[config.mk]
export PLATFORM = sky130hd
export DESIGN_NAME = stereo_block_rms_meter_core
export DESIGN_NICKNAME = d
export VERILOG_FILES = /design/src/rtl/srms_pkg.sv /design/src/rtl/srms_div.sv /design/src/rtl/srms_sqrt.sv /design/src/rtl/srms_lane.sv /design/src/rtl/stereo_block_rms_meter_core.sv
export SDC_FILE = /design/constraint.sdc
export NUM_CORES = 2
export LEC_CHECK = 0
export CAP_MARGIN = 20
export CORE_MARGIN = 2
export CORE_UTILIZATION = 55
export DETAILED_ROUTE_END_ITERATION = 6
export DONT_BUFFER_PORTS = 1
export HOLD_SLACK_MARGIN = 0.1
export PLACE_DENSITY_LB_ADDON = 0.12
export RECOVER_POWER = 50
export SLEW_MARGIN = 20
export SYNTH_ARGS = -nofsm -noshare
export SYNTH_HDL_FRONTEND = slang
export SYNTH_SLANG_ARGS = --single-unit
[constraint.sdc]
create_clock -name clk_i -period 6.5 [get_ports clk_i]
set_clock_uncertainty 0.15 [all_clocks]
set_input_delay 0.65 -clock clk_i [delete_from_list [all_inputs] [get_ports clk_i]]
set_output_delay 0.65 -clock clk_i [all_outputs]
set_load 0.01 [all_outputs]
[src/rtl/srms_pkg.sv]
// Shared types, constants and width helpers for the stereo block RMS meter.
// No dependencies; imported by every module of the block.
package srms_pkg;

  localparam int IN_W            = 16;   // sample port width
  localparam int LEVEL_W         = 16;   // reported level width
  localparam int BLK_W           = 13;   // reported sample count width
  localparam int SUM_W_CAP       = 64;   // sum widths are capped at 64 bits
  localparam int MAX_BLOCK_DEF   = 4096;
  localparam int SAMPLE_BITS_DEF = 16;

  typedef enum logic [0:0] {
    OP_PUSH = 1'b0,
    OP_END  = 1'b1
  } op_e;

  typedef enum logic [1:0] {
    ST_IDLE,
    ST_START,
    ST_CALC,
    ST_OUT
  } state_e;

  // control from the sequencer to each channel lane
  typedef struct packed {
    logic push;
    logic start;
  } lane_ctrl_t;

  // status from a lane back to the sequencer
  typedef struct packed {
    logic done;
  } lane_stat_t;

  // width of a sum of squares, capped at the saturation width
  function automatic int sum_width(int max_block, int sample_bits);
    int raw;
    raw = 2 * sample_bits - 1 + $clog2(max_block + 1);
    return (raw > SUM_W_CAP) ? SUM_W_CAP : raw;
  endfunction

  // width of a counter that can hold max_block itself
  function automatic int cnt_width(int max_block);
    return $clog2(max_block + 1);
  endfunction

endpackage

[src/rtl/srms_div.sv]
// Restoring divider, one quotient bit per cycle.
// Depends on srms_pkg only for the shared import convention.
module srms_div import srms_pkg::*; #(
  parameter int DIVIDEND_W = 43,
  parameter int DIVISOR_W  = 13
) (
  input  logic                  clk_i,
  input  logic                  rst_ni,
  input  logic                  start_i,
  input  logic [DIVIDEND_W-1:0] dividend_i,
  input  logic [DIVISOR_W-1:0]  divisor_i,
  output logic [DIVIDEND_W-1:0] quotient_o,
  output logic                  done_o
);

  localparam int STEP_W = $clog2(DIVIDEND_W + 1);

  logic                  busy_q;
  logic                  done_q;
  logic [STEP_W-1:0]     step_q;
  logic [DIVISOR_W:0]    rem_q;
  logic [DIVIDEND_W-1:0] quo_q;
  logic [DIVISOR_W-1:0]  dvsr_q;

  logic [DIVISOR_W:0]    rem_sh;
  logic [DIVISOR_W:0]    rem_nx;
  logic                  fits;

  // one trial subtraction; remainder stays below the divisor
  assign rem_sh = {rem_q[DIVISOR_W-1:0], quo_q[DIVIDEND_W-1]};
  assign fits   = (rem_sh >= {1'b0, dvsr_q});
  assign rem_nx = fits ? (rem_sh - {1'b0, dvsr_q}) : rem_sh;

  // step counter and done pulse
  always_ff @(posedge clk_i or negedge rst_ni) begin
    if (!rst_ni) begin
      busy_q <= 1'b0;
      done_q <= 1'b0;
      step_q <= '0;
    end else if (start_i) begin
      busy_q <= 1'b1;
      done_q <= 1'b0;
      step_q <= STEP_W'(DIVIDEND_W);
    end else if (busy_q) begin
      step_q <= step_q - STEP_W'(1);
      if (step_q == STEP_W'(1)) begin
        busy_q <= 1'b0;
        done_q <= 1'b1;
      end
    end else begin
      done_q <= 1'b0;
    end
  end

  // datapath: dividend bits shift out, quotient bits shift in
  always_ff @(posedge clk_i) begin
    if (start_i) begin
      rem_q  <= '0;
      quo_q  <= dividend_i;
      dvsr_q <= divisor_i;
    end else if (busy_q) begin
      rem_q  <= rem_nx;
      quo_q  <= {quo_q[DIVIDEND_W-2:0], fits};
    end
  end

  assign quotient_o = quo_q;
  assign done_o     = done_q;

endmodule

[src/rtl/srms_sqrt.sv]
// Digit-by-digit integer floor square root, one root bit per cycle.
// Depends on srms_pkg only for the shared import convention.
module srms_sqrt import srms_pkg::*; #(
  parameter int ROOT_W = 16
) (
  input  logic                  clk_i,
  input  logic                  rst_ni,
  input  logic                  start_i,
  input  logic [2*ROOT_W-1:0]   radicand_i,
  output logic [ROOT_W-1:0]     root_o,
  output logic                  done_o
);

  localparam int RAD_W  = 2 * ROOT_W;
  localparam int REM_W  = ROOT_W + 2;
  localparam int STEP_W = $clog2(ROOT_W + 1);

  logic              busy_q;
  logic              done_q;
  logic [STEP_W-1:0] step_q;
  logic [REM_W-1:0]  rem_q;
  logic [RAD_W-1:0]  rad_q;
  logic [ROOT_W-1:0] root_q;

  logic [REM_W-1:0]  rem_sh;
  logic [REM_W-1:0]  trial;
  logic              fits;

  // bring down two radicand bits, try 4*root + 1
  assign rem_sh = {rem_q[ROOT_W-1:0], rad_q[RAD_W-1 -: 2]};
  assign trial  = {root_q, 2'b01};
  assign fits   = (rem_sh >= trial);

  // step counter and done pulse
  always_ff @(posedge clk_i or negedge rst_ni) begin
    if (!rst_ni) begin
      busy_q <= 1'b0;
      done_q <= 1'b0;
      step_q <= '0;
    end else if (start_i) begin
      busy_q <= 1'b1;
      done_q <= 1'b0;
      step_q <= STEP_W'(ROOT_W);
    end else if (busy_q) begin
      step_q <= step_q - STEP_W'(1);
      if (step_q == STEP_W'(1)) begin
        busy_q <= 1'b0;
        done_q <= 1'b1;
      end
    end else begin
      done_q <= 1'b0;
    end
  end

  // datapath
  always_ff @(posedge clk_i) begin
    if (start_i) begin
      rem_q  <= '0;
      rad_q  <= radicand_i;
      root_q <= '0;
    end else if (busy_q) begin
      rem_q  <= fits ? (rem_sh - trial) : rem_sh;
      rad_q  <= {rad_q[RAD_W-3:0], 2'b00};
      root_q <= {root_q[ROOT_W-2:0], fits};
    end
  end

  assign root_o = root_q;
  assign done_o = done_q;

endmodule

[src/rtl/srms_lane.sv]
// One channel lane: squarer, saturating accumulator, divider and root unit.
// Depends on srms_pkg, srms_div and srms_sqrt.
module srms_lane import srms_pkg::*; #(
  parameter int MAX_BLOCK   = MAX_BLOCK_DEF,
  parameter int SAMPLE_BITS = SAMPLE_BITS_DEF
) (
  input  logic                             clk_i,
  input  logic                             rst_ni,
  input  lane_ctrl_t                       ctrl_i,
  input  logic [IN_W-1:0]                  sample_i,
  input  logic [cnt_width(MAX_BLOCK)-1:0]  count_i,
  output lane_stat_t                       stat_o,
  output logic [LEVEL_W-1:0]               level_o
);

  localparam int SB    = SAMPLE_BITS;
  localparam int SQ_W  = 2 * SB;
  localparam int SUM_W = sum_width(MAX_BLOCK, SAMPLE_BITS);
  localparam int CNT_W = cnt_width(MAX_BLOCK);

  logic [SB+IN_W-1:0]    sample_ext;
  logic [SB-1:0]         sample_v;
  logic [SB-1:0]         mag;
  logic [SQ_W-1:0]       square;
  logic [SQ_W-1:0]       sq_q;
  logic                  sq_vld_q;
  logic [SUM_W-1:0]      sum_q;
  logic [SUM_W-1:0]      sum_d;
  logic [SUM_W:0]        sum_add;
  logic [SUM_W-1:0]      quotient;
  logic                  div_done;
  logic [SB-1:0]         root;
  logic                  sqrt_done;
  logic [SB+LEVEL_W-1:0] root_ext;
  logic [LEVEL_W-1:0]    level_q;

  // take the low SAMPLE_BITS of the port as two's complement
  assign sample_ext = {{SB{1'b0}}, sample_i};
  assign sample_v   = sample_ext[SB-1:0];
  assign mag        = sample_v[SB-1] ? (~sample_v + SB'(1)) : sample_v;
  assign square     = SQ_W'(mag) * SQ_W'(mag);

  // square stage
  always_ff @(posedge clk_i or negedge rst_ni) begin
    if (!rst_ni) begin
      sq_vld_q <= 1'b0;
    end else begin
      sq_vld_q <= ctrl_i.push;
    end
  end

  always_ff @(posedge clk_i) begin
    if (ctrl_i.push) begin
      sq_q <= square;
    end
  end

  // accumulate, holding at all ones on carry out
  assign sum_add = {1'b0, sum_q} + (SUM_W+1)'(sq_q);

  always_comb begin
    sum_d = sum_q;
    if (ctrl_i.start) begin
      sum_d = '0;
    end else if (sq_vld_q) begin
      sum_d = sum_add[SUM_W] ? '1 : sum_add[SUM_W-1:0];
    end
  end

  always_ff @(posedge clk_i or negedge rst_ni) begin
    if (!rst_ni) begin
      sum_q <= '0;
    end else begin
      sum_q <= sum_d;
    end
  end

  // mean of squares, then floor root
  srms_div #(
    .DIVIDEND_W (SUM_W),
    .DIVISOR_W  (CNT_W)
  ) u_div (
    .clk_i      (clk_i),
    .rst_ni     (rst_ni),
    .start_i    (ctrl_i.start),
    .dividend_i (sum_q),
    .divisor_i  (count_i),
    .quotient_o (quotient),
    .done_o     (div_done)
  );

  srms_sqrt #(
    .ROOT_W     (SB)
  ) u_sqrt (
    .clk_i      (clk_i),
    .rst_ni     (rst_ni),
    .start_i    (div_done),
    .radicand_i (quotient[SQ_W-1:0]),
    .root_o     (root),
    .done_o     (sqrt_done)
  );

  // last reported level
  assign root_ext = {{LEVEL_W{1'b0}}, root};

  always_ff @(posedge clk_i or negedge rst_ni) begin
    if (!rst_ni) begin
      level_q <= '0;
    end else if (sqrt_done) begin
      level_q <= root_ext[LEVEL_W-1:0];
    end
  end

  assign stat_o.done = sqrt_done;
  assign level_o     = level_q;

endmodule

[src/rtl/stereo_block_rms_meter_core.sv]
// Top level of the stereo block RMS meter: sequencer, two lanes, result merge.
// Depends on srms_pkg and srms_lane.
//
// Push requests are taken one per clock while the sequencer is idle: each
// sample is squared in its lane and added to that channel's sum in the
// following cycle. A block-end request stalls the input while both lanes run
// their one-bit-per-cycle divider and then their root unit side by side; an
// empty block skips both. A block end also waits while the previous result
// still sits unread in the output register. The finished result sits in that
// output register, so pushes of the next block are taken while it waits to be
// read. Pushes beyond MAX_BLOCK in one block are dropped and reported in the
// overflowed flag. No clearing pass runs after reset.
module stereo_block_rms_meter_core import srms_pkg::*; #(
  parameter int MAX_BLOCK   = MAX_BLOCK_DEF,
  parameter int SAMPLE_BITS = SAMPLE_BITS_DEF
) (
  input  logic               clk_i,
  input  logic               rst_ni,
  input  logic               in_valid_i,
  output logic               in_stall_o,
  input  logic               op_i,
  input  logic [IN_W-1:0]    left_sample_i,
  input  logic [IN_W-1:0]    right_sample_i,
  output logic               out_valid_o,
  input  logic               out_stall_i,
  output logic [LEVEL_W-1:0] rms_left_o,
  output logic [LEVEL_W-1:0] rms_right_o,
  output logic [BLK_W-1:0]   block_samples_o,
  output logic               overflowed_o
);

  localparam int CNT_W = cnt_width(MAX_BLOCK);

  state_e             state_q, state_d;
  logic [CNT_W-1:0]   count_q;
  logic               drop_q;
  logic [CNT_W-1:0]   blk_cnt_q;
  logic               blk_drop_q;
  logic               done_l_q, done_r_q;
  logic               out_valid_q;
  logic [LEVEL_W-1:0] rms_left_q, rms_right_q;
  logic [BLK_W-1:0]   block_samples_q;
  logic               overflowed_q;

  logic               in_accept;
  logic               is_end;
  logic               full;
  logic               out_free;
  logic               load_out;
  lane_ctrl_t         lane_ctrl;
  lane_stat_t         stat_l, stat_r;
  logic [LEVEL_W-1:0] level_l, level_r;
  logic [CNT_W+BLK_W-1:0] blk_cnt_ext;

  assign in_accept = in_valid_i && !in_stall_o;
  assign is_end    = (op_i == OP_END);
  assign full      = (count_q == CNT_W'(MAX_BLOCK));
  assign out_free  = !out_valid_q || !out_stall_i;

  // next state
  always_comb begin
    state_d = state_q;
    unique case (state_q)
      ST_IDLE: begin
        if (in_accept && is_end) begin
          state_d = (count_q != '0) ? ST_START : ST_OUT;
        end
      end
      ST_START: state_d = ST_CALC;
      ST_CALC: begin
        if (done_l_q && done_r_q) begin
          state_d = ST_OUT;
        end
      end
      ST_OUT: begin
        if (out_free) begin
          state_d = ST_IDLE;
        end
      end
      default: state_d = ST_IDLE;
    endcase
  end

  // input is held off whenever the sequencer is busy
  assign in_stall_o = (state_q != ST_IDLE);

  // state outputs
  always_comb begin
    lane_ctrl.push  = in_accept && !is_end && !full;
    lane_ctrl.start = (state_q == ST_START);
    load_out        = (state_q == ST_OUT) && out_free;
  end

  always_ff @(posedge clk_i or negedge rst_ni) begin
    if (!rst_ni) begin
      state_q <= ST_IDLE;
    end else begin
      state_q <= state_d;
    end
  end

  // sample count and drop flag of the open block
  always_ff @(posedge clk_i or negedge rst_ni) begin
    if (!rst_ni) begin
      count_q    <= '0;
      drop_q     <= 1'b0;
      blk_cnt_q  <= '0;
      blk_drop_q <= 1'b0;
    end else if (in_accept && is_end) begin
      blk_cnt_q  <= count_q;
      blk_drop_q <= drop_q;
      count_q    <= '0;
      drop_q     <= 1'b0;
    end else if (in_accept) begin
      if (full) begin
        drop_q  <= 1'b1;
      end else begin
        count_q <= count_q + CNT_W'(1);
      end
    end
  end

  // lanes report done once each; collect both
  always_ff @(posedge clk_i or negedge rst_ni) begin
    if (!rst_ni) begin
      done_l_q <= 1'b0;
      done_r_q <= 1'b0;
    end else if (lane_ctrl.start) begin
      done_l_q <= 1'b0;
      done_r_q <= 1'b0;
    end else begin
      done_l_q <= done_l_q || stat_l.done;
      done_r_q <= done_r_q || stat_r.done;
    end
  end

  srms_lane #(
    .MAX_BLOCK   (MAX_BLOCK),
    .SAMPLE_BITS (SAMPLE_BITS)
  ) u_lane_l (
    .clk_i    (clk_i),
    .rst_ni   (rst_ni),
    .ctrl_i   (lane_ctrl),
    .sample_i (left_sample_i),
    .count_i  (blk_cnt_q),
    .stat_o   (stat_l),
    .level_o  (level_l)
  );

  srms_lane #(
    .MAX_BLOCK   (MAX_BLOCK),
    .SAMPLE_BITS (SAMPLE_BITS)
  ) u_lane_r (
    .clk_i    (clk_i),
    .rst_ni   (rst_ni),
    .ctrl_i   (lane_ctrl),
    .sample_i (right_sample_i),
    .count_i  (blk_cnt_q),
    .stat_o   (stat_r),
    .level_o  (level_r)
  );

  // merge both lanes into the result register
  assign blk_cnt_ext = {{BLK_W{1'b0}}, blk_cnt_q};

  always_ff @(posedge clk_i or negedge rst_ni) begin
    if (!rst_ni) begin
      out_valid_q <= 1'b0;
    end else if (load_out) begin
      out_valid_q <= 1'b1;
    end else if (!out_stall_i) begin
      out_valid_q <= 1'b0;
    end
  end

  always_ff @(posedge clk_i) begin
    if (load_out) begin
      rms_left_q      <= level_l;
      rms_right_q     <= level_r;
      block_samples_q <= blk_cnt_ext[BLK_W-1:0];
      overflowed_q    <= blk_drop_q;
    end
  end

  assign out_valid_o     = out_valid_q;
  assign rms_left_o      = rms_left_q;
  assign rms_right_o     = rms_right_q;
  assign block_samples_o = block_samples_q;
  assign overflowed_o    = overflowed_q;

endmodule

## Word-level counts from Yosys, hierarchy flattened

Cells that the tools add are included.

- Register bits: 549
- Latch bits: 0
- Memory bits (writable): 0
- Memory bits (read-only): 0
- Bits of input ports: 37
- Memories kept: 0

- Add/sub/neg operators: 13
- Multiply operators: 2
- Divide/modulo/power cells: 0
- Magnitude comparators: 4
- Equality and inequality tests: 17
- Shifts and indexed selects: 0
- Mux-type cells: 67
- Bitwise gates (word level): 2
- Reductions and logical operators: 27

Operators with widths:

| kind | number |
|---|---|
| 2-to-1 mux 44 bit | 10 |
| 2-to-1 mux 32 bit | 4 |
| adder 44 x 32 -> 45 bit | 2 |
| 2-to-1 mux 13 bit | 5 |
| multiplier 16 x 16 -> 32 bit | 2 |
| 2-to-1 mux 16 bit | 4 |
| greater-or-equal comparator 18 bit | 2 |
| adder 16 x 1 -> 16 bit (second input constant) | 2 |
| NOT 16 bit | 2 |
| subtractor 16 bit | 2 |
| 2-to-1 mux 1 bit | 31 |
| greater-or-equal comparator 14 x 13 -> 1 bit | 2 |
| subtractor 13 bit | 2 |
| 2-to-1 mux 6 bit | 4 |
| 2-to-1 mux 5 bit | 4 |
| nonzero test 2 bit | 8 |
| adder 13 x 1 -> 13 bit (second input constant) | 1 |
| equality test 13 bit (second input constant) | 1 |
| nonzero test 13 bit | 1 |
| equality test 6 x 1 -> 1 bit (second input constant) | 2 |
| subtractor 6 x 1 -> 6 bit (second input constant) | 2 |
| equality test 5 x 1 -> 1 bit (second input constant) | 2 |
| subtractor 5 x 1 -> 5 bit (second input constant) | 2 |
| 2-to-1 mux 2 bit | 4 |
| 13 further kinds | 31 |

## Depth between registers and ports, before layout

- Depth in word-level cells: 6
- Gate-level depth with buffers: 32
- Gate-level depth less buffers: 31

## Modules after synthesis

From an unflattened synthesis, not the netlist that was laid out.

- Cell total of the unflattened synthesis: 4209
- Area total of the unflattened synthesis: 43899.6 um2

By module, submodules not included:

| module | instances | cells each | area each (um2) |
|---|---|---|---|
| srms_lane at u_lane_r | 1 | 1325 | 12732.2 |
| srms_lane at u_lane_l | 1 | 1333 | 12518.3 |
| srms_sqrt | 2 | 367 | 3915.0 |
| srms_div | 2 | 309 | 3892.5 |
| stereo_block_rms_meter_core | 1 | 199 | 3034.2 |

## Worst setup path before layout

OpenSTA, ideal clock, no wires.

- Path kind: in2reg
- Start: in left_sample_i[0]
- End: reg u_lane_l.sq_q[31] (data pin)
- Arrival: 8231 ps
- Required time: 6090 ps
- Setup slack: -2140 ps
- Stages: 28
- Path through: inv_1 -> clkbuf_1 -> ha_1 -> nand2_1 -> or3_1 -> o31ai_1 -> xor2_1 -> clkinv_1 -> nand2_1 -> fa_1 -> fa_1 -> inv_1 -> fa_1 -> fa_1 -> fa_1 -> inv_1 -> fa_1 -> inv_1 -> ha_1 -> a21oi_1 -> nor4b_1 -> a311oi_1 -> a2111oi_0 -> o21ai_0 -> a311oi_1 -> o21bai_1 -> a21oi_1 -> xnor2_1

- Word-level cells in the longest chain between the ends: 4

RTL lines:

| item | line | text |
|---|---|---|
| start: declaration | stereo_block_rms_meter_core.sv:22 | `input logic [IN_W-1:0] left_sample_i,` |
| NOT 16 bit | srms_lane.sv:40 | `assign mag = sample_v[SB-1] ? (~sample_v + SB'(1)) : sample_v;` |
| adder 16 x 1 -> 16 bit | srms_lane.sv:40 |  |
| 2-to-1 mux 16 bit (*) | srms_lane.sv:40 |  |
| multiplier 16 x 16 -> 32 bit (*) | srms_lane.sv:41 | `assign square = SQ_W'(mag) * SQ_W'(mag);` |
| net u_lane_l.square[31] | srms_lane.sv:24 | `logic [SQ_W-1:0] square;` |
| end signal: assignment | srms_lane.sv:54 | `sq_q <= square;` |
| end: declaration | srms_lane.sv:25 | `logic [SQ_W-1:0] sq_q;` |

The timed path passes the listed nets; every way through them passes the cells marked *.
A chain may end at the register's enable or synchronous reset.

## Worst setup path in the final report

- Start: in right_sample_i[6]
- End: reg u_lane_r.sq_q[29] (data pin)

- Word-level cells in the longest chain between the ends: 4

RTL lines:

| item | line | text |
|---|---|---|
| start: declaration | stereo_block_rms_meter_core.sv:23 | `input logic [IN_W-1:0] right_sample_i,` |
| NOT 16 bit | srms_lane.sv:40 |  |
| adder 16 x 1 -> 16 bit | srms_lane.sv:40 |  |
| 2-to-1 mux 16 bit (*) | srms_lane.sv:40 |  |
| multiplier 16 x 16 -> 32 bit (*) | srms_lane.sv:41 |  |
| net u_lane_r.square[29] | srms_lane.sv:24 |  |
| end signal: assignment | srms_lane.sv:54 |  |
| end: declaration | srms_lane.sv:25 |  |

Marked as above.

==> summary.txt <==
status: complete, but fails checks
failing checks: max-capacitance violations, max-slew violations, negative setup slack
share of post-route cells with drive strength above 1: 0.205
post-route core utilization: 0.644
# clock sinks: 547
number of fill cells in the layout: 6139
Yosys warnings: 0
post-detailed-placement half-perimeter wirelength: 65700 microns
unrepaired setup endpoints after global routing: yes
number of enable flip-flop cells after synthesis: 273
synthesized area: 41800 sq um
normalized max-slew margin: -2.20
mean instance size in the synthesized netlist: 10.3 sq um
Placer Congestion: 0.901
part of the cycle the worst path needs: 1.11
number of global-route vias before repair: 29600
root cell of the clock tree: clkbuf_16
vias per std cell: 5.39
final worst setup slack: -0.697 ns
gate family responsible for the most delay along the worst path: adder cells
cell with the largest stage delay on the worst path: or4_4
capture point of the worst path: u_lane_r.sq_q[29]$_DFFE_PP_
Top cell by count, worst path: fa_1
Site Rows: 101
clock buffers created by TritonCTS: 54
max_cap viols: 7
# DRC: 0
highest net fanout along the worst path: 4
antenna violations before repair: 0
series of cell instances along the critical path: or4_4, or3_4, or4_4, or4_4, nor2_4, inv_2, fa_1, fa_1, inv_2, fa_1, fa_1, fa_1, inv_1, fa_1, inv_2, ha_4, a211oi_2, nor3b_4, o311ai_4, nand4_1, a31oi_2, a21o_1, a21oi_2, xnor2_1
class of the tightest hold or removal check: in2reg
number of synthesized register bits: 547
number of endpoints with negative hold slack in the final report: 0
share of synthesized area occupied by flip-flops and latches: 0.349
area growth from synthesis to final layout: 16.4%
post-synthesis cell count: 4073
level count of the clock H-tree: 2
number of cells traversed by the worst register-to-register path: 5
number of distinct library cell variants in the gate-level netlist after synthesis: 78
final number of setup-violating endpoints: 31
effective utilization at floorplan: 0.554
Cells on Worst Hold Path: 3
Req. time, crit path: 6.72 ns
Initial DRC Count: 1399
CP endpoint kind: flip-flop
area of the placeable core: 75600 sq um
sum of overflow across all layers after global routing: 0
die footprint: 78300 sq um
source of the worst hold timing path: in_valid_i
number of nets in the layout: 5107
wire length of the first global-routing pass: 146000 microns
routed len/inst: 16.0 microns
kind of launch point of the worst setup path: input port
post-layout minimum cycle time: 7.20 ns
Die H: 280 microns
pin count of the biggest net entering global routing: 185
I/O pin count: 85
area taken by flip-flops and latches: 14600 sq um
setup slack, reg-to-reg: 2.17 ns
number of antenna repair diodes: 0
top_reg_cell synth: edfxtp_1
total wire length: 86700 microns
count of TritonRoute iterations in the first routing pass: 5
number of port buffers: 0
worst r2r dst: u_lane_r.u_sqrt.rem_q[15]$_SDFFE_PP0P_
type of the worst setup path: in2reg
Clk pin slew, worst setup/hold paths: 0.07 ns
area used by multi-input combinational logic: 25800 sq um
clock tree from TritonCTS: built
routed vias: 29300
worst-skew pair later-pin latency: 0.61 ns
horizontal die dimension: 280 microns
overall track demand over capacity in global routing: 0.225
biggest cell delay along the critical path: 0.57 ns
Final Max Tran Viols: 518
Buf+Inv Stages, Crit Path: 4
worst setup path startpoint: right_sample_i[6]
remaining antenna violation count: 0
CP Data Arrival Time: 7.41 ns
reg-to-reg startpoint: u_lane_r.u_div.done_o$_DFFE_PN0P_
highest achievable clock rate: 139 MHz
Clock Tree Buf Depth: 3
transition time at the pin with the least slew margin: 4.80 ns
async set-or-reset flop fraction in the synthesized netlist: 0.336
stages on the worst setup path: 24
-- cells in the final DEF (no fill, tap or decap), drive strengths merged, types with 37 or more instances in the layout --
master / netlist / final
fa: 329 / 329
o21ai: 103 / 103
mux2i: 79 / 79
a21o: 82 / 82
nand3: 48 / 48
inv: 568 / 573
xor2: 84 / 84
buf: 16 / 387
a311oi: 43 / 43
dfrtp: 184 / 184
clkbuf: 128 / 83
dfxtp: 90 / 90
nor3: 41 / 41
ha: 335 / 335
nand2b: 37 / 37
edfxtp: 273 / 273
nor2: 397 / 397
mux2: 185 / 185
nand2: 299 / 299
a211oi: 86 / 86
a21oi: 152 / 152
xnor2: 132 / 132
-- area by class of cell --
cell class | count | share of cell area
multi-input combinational | 2821 | 0.529
tap | 978 | 0.0251
clock inverter | 28 | 0.00494
timing repair buffer | 401 | 0.0634
clock buffer | 74 | 0.0316
sequential | 547 | 0.300
inverter | 581 | 0.0452
-- kinds of logic (layout without fill, tap and decap cells) --
kind of cell             count (synthesis)  in the layout  synth area share
AO/OA/AOI/OAI                          639            639             0.102
XOR/XNOR                               216            216            0.0456
adder cells (fa/ha/maj)                664            664             0.258
buffers and inverters                  725           1084            0.0654
flip-flops                             547            547             0.349
multiplexers                           264            264            0.0687
other                                    2             22          0.000180
AND/OR/NAND/NOR                       1016           1016             0.111
-- routing by layer --
metal | up-vias | global-route usage | wire [microns]
li1 | 14500 | - | -
met5 | - | 0 | 0
met2 | 459 | 0.367 | 39800
met1 | 14200 | 0.327 | 42100
met3 | 115 | 0.0241 | 3080
met4 | 0 | 0.0498 | 1750
-- cells in the mapped netlist (86+ instances only) --
library cell | number | share of area
nand2_1 | 299 | 0.027
dfrtp_1 | 184 | 0.11
a211oi_1 | 86 | 0.015
o21ai_0 | 101 | 0.012
a21oi_1 | 152 | 0.018
fa_1 | 329 | 0.16
mux2_2 | 185 | 0.050
edfxtp_1 | 273 | 0.20
inv_1 | 566 | 0.051
clkbuf_1 | 128 | 0.011
xnor2_1 | 132 | 0.028
ha_1 | 335 | 0.10
dfxtp_1 | 90 | 0.043
nor2_1 | 394 | 0.035
-- how the worst min path moves through the flow --
stage	end
4_1_cts	count_q[3]$_DFFE_PN0P_
3_3_place_gp	u_lane_l.level_o[10]$_DFFE_PN0P_
2_1_floorplan	blk_cnt_q[0]$_DFFE_PN0P_
3_5_place_dp	u_lane_l.level_o[10]$_DFFE_PN0P_
6_report	count_q[3]$_DFFE_PN0P_
5_1_grt	count_q[3]$_DFFE_PN0P_
-- per-stage QoR --
stage               area [sq um]  hold slack [ns]  setup slack (ns)  setup TNS [ns]  std cells
detailed placement         45700            0.213             -1.41          -36.88       5270
global route               48700            0.150            -0.930          -20.22       5430
floorplan                  42400            0.204             -1.32          -30.37       4093
CTS                        48400            0.103            -0.674          -11.08       5416
global placement           45700            0.213             -1.31          -34.16       5270
finish                     48700            0.153            -0.697          -12.24       5430
-- timing repair --
action / in CTS / in global routing
pin swaps: 117 / 62
gates resized for setup: 123 / 66
endpoints found under the setup margin: 30 / 34
cloned: 0 / 0
buffers inserted: 44 / 20
hold buffers: 6 / 0
endpoints found under the hold margin: 188 / 0
-- flip-flops by register name, summed over array words and instances (netlist names), 31 cells and up --
signal                     flops
u_lane_l.sum_q                44
u_lane_l.u_div.quotient_o     44
u_lane_r.sum_q                44
u_lane_r.u_div.quotient_o     44
u_lane_l.u_sqrt.rad_q         32
u_lane_r.u_sqrt.rad_q         32
u_lane_l.sq_q                 31
u_lane_r.sq_q                 31
-- worst min-delay path, cell delays in order --
cell and delay (ns):
nand2_1 0.08, nand2_1 0.06, o21ai_0 0.07
Power is left out: the tool's default activity adds up to more than one toggle a clock period on the data nets, which glitch-free logic cannot reach.
